`src/rtl/core/ssm_pkg.sv`:
```
// ----------------------------------------------------------------------------
// ssm_pkg
// shared constants and request codes of the sorted stream merger
// ----------------------------------------------------------------------------
package ssm_pkg;

    localparam int NUM_STREAMS  = 4;
    localparam int STREAM_DEPTH = 16;

    // fixed field widths
    localparam int REQ_W = 2;
    localparam int SID_W = 2;
    localparam int VAL_W = 32;

    // derived widths
    localparam int ADDR_W = (STREAM_DEPTH > 1) ? $clog2(STREAM_DEPTH) : 1;
    localparam int CNT_W  = $clog2(STREAM_DEPTH + 1);
    localparam int IDX_W  = $clog2(NUM_STREAMS);

    typedef enum logic [REQ_W-1:0] {
        REQ_LOAD  = 2'd0,
        REQ_POP   = 2'd1,
        REQ_CLEAR = 2'd2
    } req_t;

endpackage

```
`src/rtl/core/sorted_stream_merger.sv`:
```
// ----------------------------------------------------------------------------
// sorted_stream_merger
// k-way merge of ascending streams held in per-stream buffers
// ----------------------------------------------------------------------------
// latency: a result word is valid in the cycle after its request word is accepted
// throughput: one request word per cycle while the result side takes each word
// the head of every stream sits in a registered buffer read port, so a pop
// compares all heads in the accepting cycle
// reset clears write counts, read pointers and the result valid; buffer
// contents stay undefined until written
module sorted_stream_merger
(
    input  logic                        clk,
    input  logic                        rst_n,

    input  logic                        s_axis_tvalid,
    output logic                        s_axis_tready,
    input  logic [ssm_pkg::VAL_W-1:0]   s_axis_tdata,   // value
    input  logic [7:0]                  s_axis_tuser,   // req_type, stream_id, zero pad

    output logic                        m_axis_tvalid,
    input  logic                        m_axis_tready,
    output logic [ssm_pkg::VAL_W-1:0]   m_axis_tdata,   // merged_value
    output logic [7:0]                  m_axis_tuser    // is_empty, overflow, zero pad
);

    localparam int NS = ssm_pkg::NUM_STREAMS;
    localparam int AW = ssm_pkg::ADDR_W;
    localparam int CW = ssm_pkg::CNT_W;
    localparam int IW = ssm_pkg::IDX_W;
    localparam int VW = ssm_pkg::VAL_W;

    logic                       accept;
    ssm_pkg::req_t              req;
    logic [ssm_pkg::SID_W-1:0]  sid;
    logic signed [VW-1:0]       in_val;

    logic [CW-1:0]              wr_cnt_reg  [NS];
    logic [CW-1:0]              wr_cnt_next [NS];
    logic [CW-1:0]              rd_ptr_reg  [NS];
    logic [CW-1:0]              rd_ptr_next [NS];
    logic signed [VW-1:0]       head        [NS];
    logic [NS-1:0]              nonempty;
    logic [NS-1:0]              wr_en;

    logic                       do_load;
    logic                       do_pop;
    logic                       do_clear;
    logic                       sid_ok;
    logic                       sid_full;
    logic                       found;
    logic [IW-1:0]              best_idx;
    logic signed [VW-1:0]       best_val;

    logic                       out_valid_reg;
    logic signed [VW-1:0]       out_value_reg;
    logic                       out_empty_reg;
    logic                       out_over_reg;
    logic signed [VW-1:0]       out_value_next;
    logic                       out_empty_next;
    logic                       out_over_next;

    assign accept        = s_axis_tvalid && s_axis_tready;
    assign s_axis_tready = !out_valid_reg || m_axis_tready;
    assign req           = ssm_pkg::req_t'(s_axis_tuser[1:0]);
    assign sid           = s_axis_tuser[3:2];
    assign in_val        = s_axis_tdata;

    // request decode
    always_comb
    begin
        do_load  = 1'b0;
        do_pop   = 1'b0;
        do_clear = 1'b0;
        unique case (req)
            ssm_pkg::REQ_LOAD:  do_load  = accept;
            ssm_pkg::REQ_POP:   do_pop   = accept;
            ssm_pkg::REQ_CLEAR: do_clear = accept;
            default:
            begin
                do_load  = 1'b0;
                do_pop   = 1'b0;
                do_clear = 1'b0;
            end
        endcase
    end

    // target stream of a load and whether it has room
    always_comb
    begin
        sid_ok   = (int'(sid) < NS);
        sid_full = 1'b0;
        for (int s = 0; s < NS; s++)
        begin
            if (int'(sid) == s)
            begin
                sid_full = (wr_cnt_reg[s] == CW'(ssm_pkg::STREAM_DEPTH));
            end
        end
    end

    // streams that still hold unread words
    always_comb
    begin
        for (int s = 0; s < NS; s++)
        begin
            nonempty[s] = (rd_ptr_reg[s] < wr_cnt_reg[s]);
        end
    end

    // smallest head among streams with unread words, lowest index on a tie
    always_comb
    begin
        found    = 1'b0;
        best_idx = '0;
        best_val = '0;
        for (int s = 0; s < NS; s++)
        begin
            if (nonempty[s] && (!found || (head[s] < best_val)))
            begin
                found    = 1'b1;
                best_idx = IW'(s);
                best_val = head[s];
            end
        end
    end

    // pointer updates
    always_comb
    begin
        for (int s = 0; s < NS; s++)
        begin
            wr_en[s]       = do_load && sid_ok && !sid_full && (int'(sid) == s);
            wr_cnt_next[s] = wr_cnt_reg[s];
            rd_ptr_next[s] = rd_ptr_reg[s];
            if (do_clear)
            begin
                wr_cnt_next[s] = '0;
                rd_ptr_next[s] = '0;
            end
            else
            begin
                if (wr_en[s])
                begin
                    wr_cnt_next[s] = wr_cnt_reg[s] + CW'(1);
                end
                if (do_pop && found && (best_idx == IW'(s)))
                begin
                    rd_ptr_next[s] = rd_ptr_reg[s] + CW'(1);
                end
            end
        end
    end

    always_ff @(posedge clk or negedge rst_n)
    begin
        if (!rst_n)
        begin
            for (int s = 0; s < NS; s++)
            begin
                wr_cnt_reg[s] <= '0;
                rd_ptr_reg[s] <= '0;
            end
        end
        else
        begin
            for (int s = 0; s < NS; s++)
            begin
                wr_cnt_reg[s] <= wr_cnt_next[s];
                rd_ptr_reg[s] <= rd_ptr_next[s];
            end
        end
    end

    // one buffer per stream; the registered read port always holds the head
    for (genvar g = 0; g < NS; g++)
    begin : g_strm
        logic signed [VW-1:0] mem [ssm_pkg::STREAM_DEPTH];
        logic signed [VW-1:0] head_reg;
        logic [AW-1:0]        waddr;
        logic [AW-1:0]        raddr;

        assign waddr   = wr_cnt_reg[g][AW-1:0];
        assign raddr   = rd_ptr_next[g][AW-1:0];
        assign head[g] = head_reg;

        always_ff @(posedge clk)
        begin
            if (wr_en[g])
            begin
                mem[waddr] <= in_val;
            end
        end

        // bypass covers a load into an empty stream
        always_ff @(posedge clk)
        begin
            if (wr_en[g] && (waddr == raddr))
            begin
                head_reg <= in_val;
            end
            else
            begin
                head_reg <= mem[raddr];
            end
        end
    end

    // result word
    always_comb
    begin
        out_value_next = '0;
        out_empty_next = 1'b0;
        out_over_next  = 1'b0;
        if (do_load && sid_ok && sid_full)
        begin
            out_over_next = 1'b1;
        end
        if (do_pop)
        begin
            if (found)
            begin
                out_value_next = best_val;
            end
            else
            begin
                out_empty_next = 1'b1;
            end
        end
    end

    always_ff @(posedge clk or negedge rst_n)
    begin
        if (!rst_n)
        begin
            out_valid_reg <= 1'b0;
        end
        else if (s_axis_tready)
        begin
            out_valid_reg <= s_axis_tvalid;
        end
    end

    always_ff @(posedge clk)
    begin
        if (accept)
        begin
            out_value_reg <= out_value_next;
            out_empty_reg <= out_empty_next;
            out_over_reg  <= out_over_next;
        end
    end

    assign m_axis_tvalid = out_valid_reg;
    assign m_axis_tdata  = out_value_reg;
    assign m_axis_tuser  = {6'b0, out_over_reg, out_empty_reg};

    // checks
    logic ptr_ok;
    logic cnt_ok;

    always_comb
    begin
        ptr_ok = 1'b1;
        cnt_ok = 1'b1;
        for (int s = 0; s < NS; s++)
        begin
            if (rd_ptr_reg[s] > wr_cnt_reg[s])
            begin
                ptr_ok = 1'b0;
            end
            if (wr_cnt_reg[s] > CW'(ssm_pkg::STREAM_DEPTH))
            begin
                cnt_ok = 1'b0;
            end
        end
    end

    a_ptr_order: assert property (@(posedge clk) disable iff (!rst_n) ptr_ok)
        else $error("read pointer passed write count");

    a_cnt_limit: assert property (@(posedge clk) disable iff (!rst_n) cnt_ok)
        else $error("write count beyond stream depth");

    a_flags_excl: assert property (@(posedge clk) disable iff (!rst_n)
        m_axis_tvalid |-> !(m_axis_tuser[0] && m_axis_tuser[1]))
        else $error("empty and overflow flagged together");

    a_empty_pop: assert property (@(posedge clk) disable iff (!rst_n)
        (do_pop && (nonempty == '0)) |=> (m_axis_tvalid && m_axis_tuser[0]))
        else $error("pop of exhausted streams not flagged empty");

    a_clear_all: assert property (@(posedge clk) disable iff (!rst_n)
        do_clear |=> (nonempty == '0))
        else $error("stream still holds words after clear");

endmodule
```
`config.mk`:
```
export PLATFORM = sky130hd
export DESIGN_NAME = sorted_stream_merger
export DESIGN_NICKNAME = d
export VERILOG_FILES = /design/src/rtl/core/ssm_pkg.sv /design/src/rtl/core/sorted_stream_merger.sv
export SDC_FILE = /design/constraint.sdc
export NUM_CORES = 2
export LEC_CHECK = 0
export BUFFER_PORTS_ARGS = -buffer_cell sky130_fd_sc_hd__buf_2
export CELL_PAD_IN_SITES_DETAIL_PLACEMENT = 1
export CELL_PAD_IN_SITES_GLOBAL_PLACEMENT = 1
export CORE_MARGIN = 4
export CORE_UTILIZATION = 39
export CTS_CLUSTER_SIZE = 24
export DETAILED_ROUTE_END_ITERATION = 6
export PLACE_DENSITY = 0.66
export SLEW_MARGIN = 5
export SYNTH_ARGS = -nofsm -noshare
export SYNTH_HDL_FRONTEND = slang
export SYNTH_SLANG_ARGS = --single-unit
```
`constraint.sdc`:
```
create_clock -name clk -period 32.8 [get_ports clk]
set_input_delay 3.28 -clock clk [delete_from_list [all_inputs] [get_ports clk]]
set_output_delay 3.28 -clock clk [all_outputs]
set_load 0.05 [all_outputs]
```
==> reports/qor.txt <==
initial antenna violation count: 8
# resized after CTS: 0
routed vias/inst: 5.674
Largest stage delay, worst path: 970 ps
f_max: 72.41 MHz
drt first-iter violations: 4539
Critical Path Sink Type: register
TritonCTS Buffers: 209
total grt overflow: 0
post-synthesis average cell area: 22.21 µm²
via count: 40.24k
CTS sink count: 2139
Synth cell types: 75
final core utilization: 0.4427
EDFF count, synth: 2082
final setup fails: 0
largest net degree at the start of global routing: 109
crit share post-route: 0.4210
Initial Utilization: 0.3919
Post-Synthesis Cells: 3832
antenna viol nets, final: 0
area leader, netlist: edfxtp_1
layout cells sized above 1: 0.2863
critical path required time: 33360 ps
Post-CTS Setup Inserts: 0
outcome: completed
Slew Viols, Final: 0
CP Class: reg -> reg
most common library cells after synthesis: 2082 x edfxtp_1, 636 x mux4_2, 127 x ha_1, 112 x clkbuf_1, 74 x nand2_1
Core Area: 0.2172 mm²
flop and latch count out of synthesis: 2139
DRC violations left: 0
Die ar.: 0.2258 mm²
Max stage delay cell, worst path: dfxtp_4
chip width: 475.1 µm
Final #Nets: 4228
GRT Util Overall: 0.1945
relative slew slack: 0.1328
Cell Pwr Density: 74.29 mW/mm²
ys flop type: edfxtp_1
Least-Margin Pin Slew: 1301 ps
Clock transition at path regs: 70 ps
Setup TNS: 0 ps
Hold WC Path Type: reg -> reg
dominant cells by area after synthesis: edfxtp_1 73%, mux4_2 17%, ha_1 1.9%, dfrtp_1 1.2%, a21o_1 0.62%
unrepaired setup endpoints after global routing: no
vias in the first global route: 42.78k
clock buffer depth: 3
max cap viols: 0
chip height: 475.1 µm
# hold bufs at CTS: 0
min Tclk post-route: 13810 ps
first-pass GRT wire length: 312800 µm
Final Hold Viols: 0
drt pass-1 iters: 6
# rows: 171
Routed wire per std cell: 30.83 µm
register area share after synthesis: 0.7504
ys async rst share: 0.01917
PortBufs: 75
max FFs per register: 2048
clk root buf: clkbuf_16
Routed WL: 218600 µm
critical path fanouts, max: 95
P_leak: 0.02972 µW
Yosys top cell area share: 0.7346
Mapped Area: 0.08510 mm²
count leader, synth: edfxtp_1
Area growth, synth to finish: 12.95%
VDD IR max: 0.06492 mV
skew final: 49.08 ps
clock latency on the worst-skew pair: 830 ps
synth warn: 0
RePlAce Congestion: 0.8492
HPWL Detailed: 121400 µm
Crit path top cell by count: a21o_1
TritonCTS clock tree: done
IO Count: 86
crit path launch type: register
CP Data Arrival Time: 14370 ps
H-tree depth: 4
==> stage by stage <==
| step | std cells | worst slack (ps) | hold slack (ps) | total power (µW) | instance area, µm² |
|---|---|---|---|---|---|
| 2_1_floorplan | 3837 | 22370 | 452.4 | 4328 | 85120 |
| 3_3_place_gp | 6700 | 19390 | 482.9 | 4865 | 89550 |
| 3_5_place_dp | 6700 | 19180 | 495.6 | 4889 | 89550 |
| 4_1_cts | 7088 | 19140 | 504.8 | 7204 | 96120 |
| 5_1_grt | 7090 | 18250 | 523.0 | 7449 | 96130 |
| 6_report | 7091 | 18990 | 503.2 | 7141 | 96130 |
==> per-layer routing <==
layer / part of all wire / GRT usage / routed length [µm]
met2: 0.49 / 0.3164 / 107200
met3: 0.064 / 0.03310 / 13960
met4: 0.033 / 0.06129 / 7311
met5: 0 / 0 / 0
met1: 0.41 / 0.2697 / 90160
==> area by class of cell <==
| cell class | count | area, µm² |
|---|---|---|
| antenna | 3 | 7.507 |
| clock buffer | 271 | 5622 |
| clock inverter | 117 | 944.7 |
| fill | 19750 | 121000 |
| inverter | 66 | 247.7 |
| multi-input combinational | 1440 | 20460 |
| sequential | 2139 | 63910 |
| tap | 2854 | 3571 |
| timing repair buffer | 201 | 1371 |
==> power breakdown <==
part / internal (µW) / leakage (µW) / switching [µW]
clock network: 1300 / 0.00320 / 1010
logic: 764 / 0.00708 / 971
registers: 3020 / 0.0194 / 75.5
total: 5080 / 0.0297 / 2060
==> critical path, delay by kind of cell (launching register included) <==
family,cells,cell delay [ps]
fa+ha+maj,3,1050
compound gates,20,4690
simple gates,8,2410
flops,1,970
buf+inv,4,2100
mux,3,2040
==> cells in the final DEF (no fill, tap or decap), types with 9 or more instances in the layout <==
cell,Yosys,final
nor2_4,0,17
clkbuf_1,112,54
clkbuf_16,0,216
dfrtp_1,41,41
nor2_1,62,45
nand2_1,74,74
buf_4,10,122
mux4_2,636,636
a211oi_1,37,37
mux2i_1,50,50
bufinv_16,0,12
or2_1,29,29
edfxtp_1,2082,2082
xnor2_1,15,15
a21o_1,70,70
nand4_1,22,22
buf_2,14,75
o21ai_0,17,17
clkinv_1,1,57
a21oi_1,54,53
nand3_1,23,22
nor3_1,33,19
and2_2,0,32
and2_1,63,31
nor4_1,11,9
ha_1,127,127
clkinv_2,0,30
nor3_2,0,14
inv_1,64,64
==> worst paths after layout <==
| check | startpoint | end | slack, ps | depth (start not counted) |
|---|---|---|---|---|
| worst min register to register | rd_ptr_reg[14] | rd_ptr_reg[14] | 500 | 1 |
| max in group asynchronous | rst_n | g_strm[3].waddr[0] | 29640 | 2 |
| worst min-delay path | rd_ptr_reg[14] | rd_ptr_reg[14] | 500 | 1 |
| worst max register to register | register | m_axis_tdata[16] | 18990 | 38 |
| min in group asynchronous | rst_n | rd_ptr_reg[8] | 2620 | 2 |
| worst max-delay path | register | m_axis_tdata[16] | 18990 | 38 |
==> cell families after synthesis <==
| family | count (synthesis) | synth area share |
|---|---|---|
| mux | 690 | 0.1747 |
| compound gates | 239 | 0.01961 |
| flops | 2139 | 0.7504 |
| xor+xnor | 15 | 0.001544 |
| buf+inv | 258 | 0.01256 |
| simple gates | 361 | 0.02217 |
| other cells | 1 | 0.00004406 |
| fa+ha+maj | 129 | 0.01891 |
Power figures use the tool's default switching activity.
